`config.mk`:
```
export PLATFORM = sky130hd
export DESIGN_NAME = ffa_ctrl
export DESIGN_NICKNAME = d
export VERILOG_FILES = /design/src/hw/rtl/ffa_pkg.sv /design/src/hw/rtl/ffa_ctrl.sv
export SDC_FILE = /design/constraint.sdc
export NUM_CORES = 1
export LEC_CHECK = 0
export BUFFER_PORTS_ARGS = -buffer_cell sky130_fd_sc_hd__buf_2
export CORE_AREA = 2 2 41 43
export DETAILED_ROUTE_END_ITERATION = 7
export DIE_AREA = 0 0 43 45
export GPL_TIMING_DRIVEN = 0
export PLACE_DENSITY = 0.83
export SYNTH_ARGS = -nofsm -noshare
export SYNTH_HDL_FRONTEND = slang
export SYNTH_SLANG_ARGS = --single-unit
```
`constraint.sdc`:
```
create_clock -name clk -period 1.8 [get_ports clk]
set_clock_uncertainty 0.05 [all_clocks]
set_input_delay 0.45 -clock clk [delete_from_list [all_inputs] [get_ports clk]]
set_output_delay 0.45 -clock clk [all_outputs]
set_load 0.1 [all_outputs]
```
`src/hw/rtl/ffa_pkg.sv`:
```
// Package for the first-fit allocator: shared constants, codes and the
// controller-to-datapath command and status structs. No dependencies.
package ffa_pkg;

  localparam int unsigned FreeSlotsDef   = 16;
  localparam int unsigned LiveSlotsDef   = 16;
  localparam int unsigned HeaderBytesDef = 8;

  localparam int unsigned AddrW = 32;
  localparam int unsigned LenW  = 25;
  localparam int unsigned ReqW  = 24;
  localparam int unsigned LiveW = 5;
  localparam int unsigned StatW = 3;

  localparam logic [StatW-1:0] ST_OK      = 3'd0;
  localparam logic [StatW-1:0] ST_NOFIT   = 3'd1;
  localparam logic [StatW-1:0] ST_FREEFUL = 3'd2;
  localparam logic [StatW-1:0] ST_RECFUL  = 3'd3;
  localparam logic [StatW-1:0] ST_UNKNOWN = 3'd4;

  localparam logic CMD_ALLOC = 1'b0;
  localparam logic CMD_FREE  = 1'b1;

  typedef enum logic [3:0] {
    S_IDLE, S_RSCAN, S_ASCAN, S_ACHECK, S_ATAKE, S_FSCAN, S_FPOS, S_FDECIDE,
    S_SHIFT, S_COMMIT, S_OUT
  } state_t;

  // Commands from the controller.
  typedef struct packed {
    logic load;        // latch the item
    logic rec_step;    // advance the record pointer
    logic ext_step;    // advance the extent pointer
    logic eval;        // register fit / merge evaluation
    logic alloc_take;  // update extent table for allocate
    logic free_apply;  // update extent table for free
    logic shift_step;  // move one extent entry
    logic commit;      // update records and totals
    logic [StatW-1:0] status;
    logic set_status;
  } cmd_t;

  typedef struct packed {
    logic cmd;         // latched command of the item in work
    logic rec_hit;     // current record matches (free free slot or address)
    logic rec_end;     // record pointer at last slot
    logic ext_end;     // extent pointer past count
    logic fit;         // registered fit result
    logic pos_stop;    // extent start >= block end
    logic merge_any;   // free merges with a neighbor
    logic table_full;  // extent count at capacity
    logic shift_done;  // no shifting left
    logic req_zero;
  } stat_t;

endpackage

```
`src/hw/rtl/ffa_ctrl.sv`:
```
// Controller state machine of the allocator.
// Depends on ffa_pkg.
module ffa_ctrl (
  input  logic                clk,
  input  logic                rst_n,
  input  logic                in_fire,
  input  logic                out_fire,
  input  logic                cfg_we,
  input  ffa_pkg::stat_t      st,
  output ffa_pkg::cmd_t       cm,
  output logic                busy,
  output logic                out_valid
);

  ffa_pkg::state_t state_r, state_nxt;

  always_ff @(posedge clk) begin
    if (!rst_n || cfg_we) begin
      state_r <= ffa_pkg::S_IDLE;
    end else begin
      state_r <= state_nxt;
    end
  end

  always_comb begin
    state_nxt = state_r;
    cm = '0;
    busy = 1'b1;
    out_valid = 1'b0;
    unique case (state_r)
      ffa_pkg::S_IDLE: begin
        busy = 1'b0;
        if (in_fire) begin
          cm.load = 1'b1;
          state_nxt = ffa_pkg::S_RSCAN;
        end
      end
      ffa_pkg::S_RSCAN: begin
        if (st.cmd == ffa_pkg::CMD_ALLOC && st.req_zero) begin
          cm.set_status = 1'b1;
          cm.status = ffa_pkg::ST_NOFIT;
          state_nxt = ffa_pkg::S_OUT;
        end else if (st.rec_hit) begin
          state_nxt = (st.cmd == ffa_pkg::CMD_ALLOC) ? ffa_pkg::S_ASCAN
                                                     : ffa_pkg::S_FSCAN;
        end else if (st.rec_end) begin
          cm.set_status = 1'b1;
          cm.status = (st.cmd == ffa_pkg::CMD_ALLOC) ? ffa_pkg::ST_RECFUL
                                                     : ffa_pkg::ST_UNKNOWN;
          state_nxt = ffa_pkg::S_OUT;
        end else begin
          cm.rec_step = 1'b1;
        end
      end
      ffa_pkg::S_ASCAN: begin
        if (st.ext_end) begin
          cm.set_status = 1'b1;
          cm.status = ffa_pkg::ST_NOFIT;
          state_nxt = ffa_pkg::S_OUT;
        end else begin
          cm.eval = 1'b1;
          state_nxt = ffa_pkg::S_ACHECK;
        end
      end
      ffa_pkg::S_ACHECK: begin
        if (st.fit) begin
          state_nxt = ffa_pkg::S_ATAKE;
        end else begin
          cm.ext_step = 1'b1;
          state_nxt = ffa_pkg::S_ASCAN;
        end
      end
      ffa_pkg::S_ATAKE: begin
        cm.alloc_take = 1'b1;
        state_nxt = ffa_pkg::S_SHIFT;
      end
      ffa_pkg::S_FSCAN: begin
        if (st.ext_end || st.pos_stop) begin
          cm.eval = 1'b1;
          state_nxt = ffa_pkg::S_FPOS;
        end else begin
          cm.ext_step = 1'b1;
        end
      end
      ffa_pkg::S_FPOS: begin
        state_nxt = ffa_pkg::S_FDECIDE;
      end
      ffa_pkg::S_FDECIDE: begin
        if (!st.merge_any && st.table_full) begin
          cm.set_status = 1'b1;
          cm.status = ffa_pkg::ST_FREEFUL;
          state_nxt = ffa_pkg::S_OUT;
        end else begin
          cm.free_apply = 1'b1;
          state_nxt = ffa_pkg::S_SHIFT;
        end
      end
      ffa_pkg::S_SHIFT: begin
        if (st.shift_done) begin
          state_nxt = ffa_pkg::S_COMMIT;
        end else begin
          cm.shift_step = 1'b1;
        end
      end
      ffa_pkg::S_COMMIT: begin
        cm.commit = 1'b1;
        cm.set_status = 1'b1;
        cm.status = ffa_pkg::ST_OK;
        state_nxt = ffa_pkg::S_OUT;
      end
      ffa_pkg::S_OUT: begin
        out_valid = 1'b1;
        if (out_fire) state_nxt = ffa_pkg::S_IDLE;
      end
      default: state_nxt = ffa_pkg::S_IDLE;
    endcase
  end

`ifndef ASSERT_OFF
  a_out_only_after_work: assert property (@(posedge clk) disable iff (!rst_n)
    $rose(out_valid) |-> $past(cm.set_status))
    else $error("result raised without status");
  a_load_only_idle: assert property (@(posedge clk) disable iff (!rst_n)
    cm.load |-> !busy)
    else $error("item loaded while busy");
  a_commit_then_out: assert property (@(posedge clk) disable iff (!rst_n || cfg_we)
    cm.commit |=> out_valid)
    else $error("commit not followed by result");
`endif

endmodule

```
==> summary.md, run 1 <==
| Metric | Value |
|---|---|
| Die Span Y | `roughly 45 µm` |
| Htree depth | `1` |
| TritonRoute pass-1 iters | `4` |
| Max VDD drop | `372.8 µV` |
| Clk Latency, worst-skew pair | `~260 ps` |
| Synth cell types | `29` |
| Crit path cell chain | `or4b_4 -> or4_4 -> clkinvlp_4 -> buf_12` |
| Cts bufs inserted | `3` |
| Nets | `151` |
| Clock buffer depth | `2` |
| Switching part of the total | `43.79%` |
| Core box area | `between 0.001 and 0.0015 mm²` |
| Avg Inst Size Synth | `6.371 µm²` |
| Failing checks | `negative setup slack` |
| Req. time, crit path | `1300 ps` |
| CTS tree | `done` |
| Sequential share of power | `19.5%` |
| Initial DRC Count | `40` |
| Global route total overflow | `0` |
| IO Count | `29` |
| Dpl ws | `-629.9 ps` |
| Synth Net Count | `approximately 100` |
| Largest net degree at the start of global routing | `11` |
| Max cap viols | `0` |
| Crit end category | `primary output` |
| Hold_buf cts | `0` |
| Layout Utilization | `90.31%` |
| Worst hold path type | `input pin to flip-flop` |
| Critical Path Source Type | `flip-flop` |
| DRC viols | `0` |
| Worst EP arrival | `1950 ps` |
| FF+latch count, synth | `4` |
| Net Sw Power | `211.0 µW` |
| Clock share of power | `26.0%` |
| Max-slew violations | `0` |
| Fin worst setup slack | `-650.6 ps` |
| Worst-path maximum fanout | `5` |
| PwrDens | `362.7 mW/mm²` |
| Worst-path clk slew | `50 ps` |
| CP peak stage delay | `about 540 ps` |
| # diodes | `0` |
| Largest register by flop count | `state_r` |
| LEAKAGE | `0.5468 nW` |
| Final Hold Vio Count | `0` |
| Relative slew slack | `78.62%` |
| Num Clock Sinks | `4` |
| Die width | `43 µm` |
| Worst Path Buf+Inv | `2` |
| Post-route clock period utilization | `136.1%` |
| Max frequency | `approximately 0.41 GHz` |
| Final Setup Violations | `15` |
| Wire length per cell | `20.14 µm` |
| Post-Synthesis Cells | `87` |
| WS Path Type | `flip-flop to primary output` |
| Post-Layout Cell Count | `150` |
| Largest regs | `state_r x4` |
| Routed WL | `3.021 mm` |
| Worst slew pin tran | `318.0 ps` |
| Power Total | `around 480 µW` |
| Number of instances in the placed design | `roughly 130` |
| YS warnings | `0` |
| RSZ-0062 raised after global routing | `yes` |
| ANT nets after route | `0` |
| Layout cells sized above 1 | `between 60% and 70%` |
| Min Tclk post-route | `2451 ps` |
| DR vias | `946` |
| First-pass GRT wire length | `3.512 mm` |
| Vias/cell | `6.307` |
| GP Congestion | `0.8297` |
| Number of flip-flops under the largest register name | `4` |
| Seq/Total Area, Yosys | `between 10 and 15%` |
| Root buf cell | `clkbuf_4` |
| Vias in the first global route | `787` |
| Area delta synth->final | `139.7%` |
| Input/output buffers | `28` |
| Die area | `between 0.0015 and 0.002 mm²` |
| Status | `complete, but fails checks` |
| Cell-internal power | `about 270 µW` |
| Comb pwr share | `54.5%` |
| Final setup TNS | `-3895 ps` |
| Slowest-stage cell, CP | `or4b_4` |
| Initial antenna violation count | `0` |
| HPWL after DPL | `between 1 and 1.5 mm` |
| Cell row count | `14` |
| Synthesized area | `554.3 µm²` |
| CP top delay family | `simple AND/OR/NAND/NOR gates` |
| Initial Util | `37.67%` |
| Total GRT Usage | `24.22%` |
## logic make-up after synthesis
family | share of synthesized area, %
buffers and inverters | 6.094
DFF | 14.45
and+or+nand+nor | 46.05
muxes | 2.031
AOI/OAI and AO/OA | 31.38
## per-layer routing
layer  global-route usage [%]  part of all wire [%]
met4                    6.667                   4.0
met3                    6.000                    10
met2                    43.94                    46
met1                    28.57                    39
met5                        0                     0
## synthesized netlist by cell type
cell	n	area share, %
or4_1	2	2.7
o22ai_1	1	1.1
or4b_1	1	1.8
nor2_1	10	6.8
nand2b_1	6	6.8
or4_4	1	2.0
nor2b_1	4	4.5
clkbuf_1	3	2.0
nand2_1	8	5.4
nand3_1	2	1.8
nor4_1	2	2.3
nor3_1	7	6.3
a2bb2oi_1	3	4.7
buf_1	1	0.68
dfxtp_1	4	14
a22oi_1	1	1.4
a21oi_1	6	5.4
and3_1	4	4.5
o21ai_1	1	0.90
inv_1	5	3.4
o31ai_1	3	4.1
a31oi_1	1	1.1
o32a_1	1	1.8
o211ai_1	1	1.4
o31a_1	2	3.2
mux2_2	1	2.0
or2_2	1	1.1
o2111ai_2	1	2.7
o21ai_0	4	3.6
## stage by stage
step                instance area [µm²]  hold slack [ps]
floorplan                         709.4            538.8
global placement                  869.6            589.3
detailed placement                869.6            600.6
CTS                                1122            489.0
global route                       1329            524.2
finish                             1329            514.7
## power groups by stage
stage / clock, mW / sequential, mW / combinational (mW)
after floorplan: 0 / 0.0966 / 0.134
final: 0.125 / 0.0940 / 0.262
after CTS: 0.123 / 0.0950 / 0.208
after global placement: 0 / 0.0975 / 0.175
after detailed placement: 0 / 0.0978 / 0.178
after global routing: 0.140 / 0.0943 / 0.274
## worst paths after layout
path | startpoint | endpoint | slack (ps) | cells after the start
worst max-delay path | state_r[1] | cm[10] | -650 | 4
worst min-delay path | rst_n | state_r[0] | 510 | 3
worst max register to register | state_r[1] | state_r[1] | -400 | 7
worst min register to register | state_r[2] | state_r[3] | 710 | 3
## layout make-up
class	count	area [µm²]
Multi-Input combinational cell	74	641.9
Clock buffer	3	22.52
Buffer	3	58.81
Timing Repair Buffer	45	465.4
Tap cell	16	20.02
Inverter	5	27.53
Sequential cell	4	92.59
Fill cell	58	142.6
## placed cells by master (no fill, tap or decap), types with 2 or more instances in the layout
cell and instances:
inv_1 2, a2bb2oi_1 3, nand2b_1 4, o31a_1 2, buf_8 2, nand2_4 3
dfxtp_4 3, buf_6 6, buf_4 13, nand3_1 2, nor2_4 4, a21oi_1 6
or4_4 3, o31ai_4 2, buf_12 11, nor3_1 3, buf_2 14, nor2b_1 2
nand2_2 2, nor3_4 3, and3_4 3, inv_4 2, clkbuf_4 3, nor2_1 5
o21ai_0 4, nand2_1 3
## what timing repair did
action	in CTS	in global routing
setup endpoints to repair	17	17
gates resized for setup	53	31
setup buffers	5	12
pin swaps	4	6
cloned	0	0
## worst register-to-register path: stages, from the launching register on
cell and delay (ps):
dfxtp_2 340, or4b_4 540, or4_4 530, buf_4 160, buf_4 140, o2111ai_4 80, o31a_1 170, nor3_1 60
Power figures use the tool's default switching activity.
==> run 2, diff against run 1 <==
- CORE_AREA: 2 2 41 43 -> 2 2 39 41
- DIE_AREA: 0 0 43 45 -> 0 0 41 43
- PLACE_DENSITY: 0.83 -> 0.87
- clock period: 1.8 -> 2.7 ns (I/O delays scaled with it)
==> summary.md, run 2 (synthesis results as in run 1) <==
| Metric | Value |
|---|---|
| Status | `finished, final reports clean` |
| Core box area | `0.001384 mm²` |
| Most frequent cells in the layout | `21 x buf_2, 9 x nor2_1, 8 x nand2_1` |
| Initial Util | `40.05%` |
| Min Tclk post-route | `~2700 ps` |
| Worst hold path type | `flip-flop to flip-flop` |
| Max cap viols | `0` |
| Max VDD drop | `330.3 µV` |
| Final setup TNS | `0 ps` |
| Cell row count | `14` |
| Max-slew violations | `0` |
| Worst slew pin tran | `503.4 ps` |
| DRC viols | `0` |
| Cts bufs inserted | `3` |
| WS Path Type | `flip-flop to primary output` |
| # diodes | `0` |
| GP Congestion | `0.9513` |
| Critical Path Source Type | `flip-flop` |
| Crit path cell chain | `or4b_4 -> or4_4 -> clkinvlp_4 -> buf_12` |
| Req. time, crit path | `1980 ps` |
| # fillers | `130` |
| ANT nets after route | `0` |
| Post-route clock period utilization | `98.83%` |
| Number of instances in the placed design | `131` |
| Worst Path Buf+Inv | `2` |
| Worst-path maximum fanout | `7` |
| Max frequency | `0.3748 GHz` |
| Placed Area | `770.7 µm²` |
| Die width | `between 40 and 50 µm` |
| Largest regs | `state_r x4` |
| TritonRoute pass-1 iters | `4` |
| Nets | `135` |
| Register area | `~81 µm²` |
| Worst hold path depth | `3` |
| DR vias | `837` |
| Slowest-stage cell, CP | `or4b_4` |
| WP depth | `4` |
| LEAKAGE | `0.3862 nW` |
| Worst-path clk slew | `40 ps` |
| Wire length per cell | `14.26 µm` |
| Post-Layout Cell Count | `134` |
| Die area | `0.001763 mm²` |
| Clk Latency, worst-skew pair | `240 ps` |
| Input/output buffers | `28` |
| Root buf cell | `clkbuf_4` |
| Worst EP arrival | `roughly 1900 ps` |
| Initial antenna violation count | `0` |
| CTS tree | `done` |
| Num Clock Sinks | `4` |
| Die Span Y | `43 µm` |
| Final Setup Violations | `0` |
| Largest net degree at the start of global routing | `11` |
| Vias in the first global route | `roughly 700` |
| CP peak stage delay | `550 ps` |
| Relative slew slack | `66.67%` |
| Multi-input logic area | `~500 µm²` |
| Clock buffer depth | `2` |
| Global route total overflow | `0` |
| Layout Utilization | `60.85%` |
| HPWL after DPL | `1.406 mm` |
| Final Hold Vio Count | `0` |
| RSZ-0062 raised after global routing | `yes` |
| Cells on worst reg2reg path | `5` |
| Htree depth | `1` |
| Total GRT Usage | `23.74%` |
| Largest register by flop count | `state_r` |
| Layout cells sized above 1 | `42.37%` |
| Finished layout cell area | `842.1 µm²` |
| Vias/cell | `6.246` |
| Area delta synth->final | `51.92%` |
| Crit end category | `primary output` |
| PwrDens | `305.3 mW/mm²` |
| CP top delay family | `simple AND/OR/NAND/NOR gates` |
| Initial DRC Count | `38` |
| WHS | `between 600 and 700 ps` |
| First-pass GRT wire length | `2.967 mm` |
| IO Count | `29` |
| Most common cell after layout, fill and taps aside | `buf_2` |
| Routed WL | `1.911 mm` |
| Number of flip-flops under the largest register name | `4` |
[run 2: final timing paths]
check                                start    endpoint  slack, ps
worst min-delay path            state_r[3]  state_r[0]        630
worst min register to register  state_r[3]  state_r[0]        630
worst max-delay path            state_r[3]      cm[10]         30
worst max register to register  state_r[3]  state_r[0]        720
[run 2: layout make-up]
type	count	area share, %
Sequential cell	4	9.658
Clock buffer	3	2.675
Inverter	5	2.675
Timing Repair Buffer	28	20.95
Tap cell	16	2.377
Buffer	4	2.526
Multi-Input combinational cell	74	59.14
[run 2: routing by layer]
metal | vias to the layer above | share of wire [%] | wire length, µm | GRT usage, %
li1 | 391 | - | - | -
met1 | 383 | 39 | 749 | 30.10
met5 | - | 0 | 0 | 0
met3 | 8 | 7.9 | 151 | 4.712
met2 | 55 | 50 | 957 | 37.50
met4 | 0 | 2.8 | 53 | 9.333
[run 2: tightest hold or removal path: stages (launching register included)]
cell	delay, ps
dfxtp_2	370
o22ai_1	80
nand2b_1	90
a31oi_1	90
[run 2: stage by stage]
stage,total power [mW],setup slack [ps]
2_1_floorplan,0.1463,-388.6
3_3_place_gp,0.1742,-24.56
3_5_place_dp,0.1759,-35.31
4_1_cts,0.2551,3.433
5_1_grt,0.2692,-26.64
6_report,0.2571,31.56
[run 2: what timing repair did]
action | CTS | global route
gates resized for setup | 9 | 10
pin swaps | 0 | 0
setup buffers | 0 | 0
endpoints found under the setup margin | 4 | 8
hold buffers | 0 | 0
[run 2: power breakdown]
part,internal (mW),total [mW],leakage (nW),switching [mW]
Combinational,0.0353,0.119,0.339,0.0834
Sequential,0.0613,0.0636,0.0329,0.00232
Clock,0.0498,0.0748,0.0138,0.0251
==> run 3, diff against run 2 <==
- ABC_AREA: unset -> 1
- PLACE_DENSITY: 0.87 -> 0.83
==> summary.md, run 3 <==
| Metric | Value |
|---|---|
| Status | `finished, final reports clean` |
| Most frequent cells in the layout | `28 x nand2_1, 28 x buf_2, 24 x inv_1` |
| Synth top area share | `around a fifth` |
| Switching part of the total | `43.13%` |
| PwrDens | `324.2 mW/mm²` |
| Input/output buffers | `28` |
| Cell-internal power | `135.2 µW` |
| Crit end category | `primary output` |
| # diodes | `0` |
| Slowest-stage cell, CP | `buf_2` |
| Dpl ws | `191.5 ps` |
| Largest register by flop count | `state_r` |
| Post-Layout Cell Count | `151` |
| CTS tree | `done` |
| Synth cell types | `13` |
| Initial Util | `a little over a third` |
| Most frequent cell after synthesis | `nand2_1` |
| Wire length per cell | `8.834 µm` |
| Core box area | `0.001384 mm²` |
| Hold_buf cts | `0` |
| Min Tclk post-route | `2509 ps` |
| First-pass GRT wire length | `around 2.1 mm` |
| Vias/cell | `around 4.6` |
| Critical Path Source Type | `input pin` |
| HPWL after DPL | `1.150 mm` |
| Min-delay src | `state_r[3]` |
| Register area | `80.08 µm²` |
| Layout cells sized above 1 | `30.37%` |
| Max VDD drop | `286.5 µV` |
| Num Clock Sinks | `4` |
| Vias in the first global route | `543` |
| Area delta synth->final | `45.05%` |
| Multi-input logic area | `about 380 µm²` |
| Max cap viols | `0` |
| Worst-path clk slew | `40 ps` |
| Largest net degree at the start of global routing | `7` |
| Postcts setup bufs | `0` |
| CP peak stage delay | `420 ps` |
| Sequential share of power | `26.8%` |
| Post-route clock period utilization | `92.93%` |
| Cell row count | `14` |
| Clock buffer depth | `2` |
| DRC viols | `0` |
| Crit path from | `st[9]` |
| Initial DRC Count | `15` |
| Comb pwr share | `a little over two fifths` |
| Clk Latency, worst-skew pair | `between 200 and 250 ps` |
| Max frequency | `0.3986 GHz` |
| Relative slew slack | `67.67%` |
| Cts bufs inserted | `3` |
| Final Hold Vio Count | `0` |
| FFs w/ async S/R, synth | `0%` |
| Req. time, crit path | `about 2000 ps` |
| FF+latch count, synth | `4` |
| Total GRT Usage | `16.77%` |
| # fillers | `142` |
| Post-synth top flop | `dfxtp_1` |
| Crit path cell chain | `buf_2 -> nor2_1 -> inv_1 -> nand2_1 -> nand2_1 -> nand2_1 -> buf_2` |
| Origin of the critical flop-to-flop path | `state_r[0]` |
| Worst-path maximum fanout | `4` |
| Post-CTS sizing | `0` |
| Synthesized area | `505.5 µm²` |
| Clock share of power | `a little under a third` |
| TritonRoute pass-1 iters | `5` |
| Worst slew pin tran | `around 490 ps` |
| Largest regs | `state_r x4` |
| Placed Area | `710.7 µm²` |
| Die Span Y | `43 µm` |
| LEAKAGE | `0.4587 nW` |
| Number of instances in the placed design | `148` |
| Die area | `approximately 0.0018 mm²` |
| Initial antenna violation count | `0` |
| Final setup TNS | `0 ps` |
| Post-synth EDFFs | `0` |
| Synth top cells by count | `28 x nand2_1, 24 x inv_1, 20 x nor2_1, 10 x a21oi_1, 6 x nand3_1` |
| Fin worst setup slack | `190.9 ps` |
| Avg Inst Size Synth | `around 4.9 µm²` |
| Net Sw Power | `102.5 µW` |
| YS warnings | `0` |
| Synth Net Count | `119` |
| ANT nets after route | `0` |
| RSZ-0062 raised after global routing | `no` |
| Htree depth | `1` |
| DR vias | `about 700` |
| Post-Synthesis Cells | `104` |
| IO Count | `29` |
| Final Setup Violations | `0` |
| Global route total overflow | `0` |
| Root buf cell | `clkbuf_4` |
| Main area contributors after synthesis | `nand2_1 21%, inv_1 18%, dfxtp_1 16%` |
| Number of flip-flops under the largest register name | `4` |
| Leading area contributor after synthesis | `nand2_1` |
| Power Total | `237.7 µW` |
| Routed WL | `around 1.3 mm` |
| Seq/Total Area, Yosys | `between 10% and 20%` |
| Die width | `about 40 µm` |
| Worst EP arrival | `1780 ps` |
| Crit path top cell by count | `nand2_1` |
| Worst hold path type | `flip-flop to flip-flop` |
| Max-slew violations | `0` |
| Nets | `152` |
| Finished layout cell area | `733.2 µm²` |
| GP Congestion | `0.8519` |
| WS Path Type | `input pin to primary output` |
==> run 3: through the flow <==
step | hold WS (ps) | util (%)
after floorplan | 563.8 | -
after global placement | 609.8 | 51.36
after detailed placement | 619.3 | 51.36
after CTS | 632.0 | 52.98
after global routing | 674.2 | 52.98
final | 637.1 | 52.98
==> run 3: path summary, 6_finish.rpt <==
| path | to | slack (ps) | depth (start not counted) |
|---|---|---|---|
| worst min register to register | state_r[1] | 640 | 4 |
| worst max-delay path | cm[1] | 190 | 7 |
| worst min-delay path | state_r[1] | 640 | 4 |
| worst max register to register | state_r[3] | 1300 | 8 |
==> run 3: kinds of logic (layout without fill, tap and decap cells) <==
kind of cell           Yosys count  after routing  synth area share, %
and+or+nand+nor                 63             63                52.48
buffers and inverters           24             55                17.82
AOI/OAI and AO/OA               13             13                13.86
DFF                              4              4                15.84
==> run 3: critical path, delay by kind of cell <==
family	cells	cell delay, ps
buffers and inverters	3	630
and+or+nand+nor	4	470
==> run 3: routing by layer <==
layer / GRT usage, % / routed length [µm] / vias up
met3: 1.571 / 51 / 2
met2: 24.06 / 605 / 14
met5: 0 / 0 / -
met1: 25.08 / 660 / 299
li1: - / - / 382
met4: 6.000 / 17 / 0
==> run 3: layout make-up <==
class	instances	share of cell area, %
Multi-Input combinational cell	76	51.88
Timing Repair Buffer	28	19.11
Inverter	24	12.29
Sequential cell	4	10.92
Clock buffer	3	3.072
Tap cell	16	2.730
==> run 3: power by group through the flow <==
| stage | registers [mW] | clock network (mW) | logic [mW] |
|---|---|---|---|
| final | 0.0636 | 0.0749 | 0.0993 |
| after global routing | 0.0636 | 0.0837 | 0.107 |
| after CTS | 0.0635 | 0.0752 | 0.0991 |
| after detailed placement | 0.0644 | 0 | 0.0988 |
| after global placement | 0.0643 | 0 | 0.0980 |
| after floorplan | 0.0638 | 0 | 0.0770 |
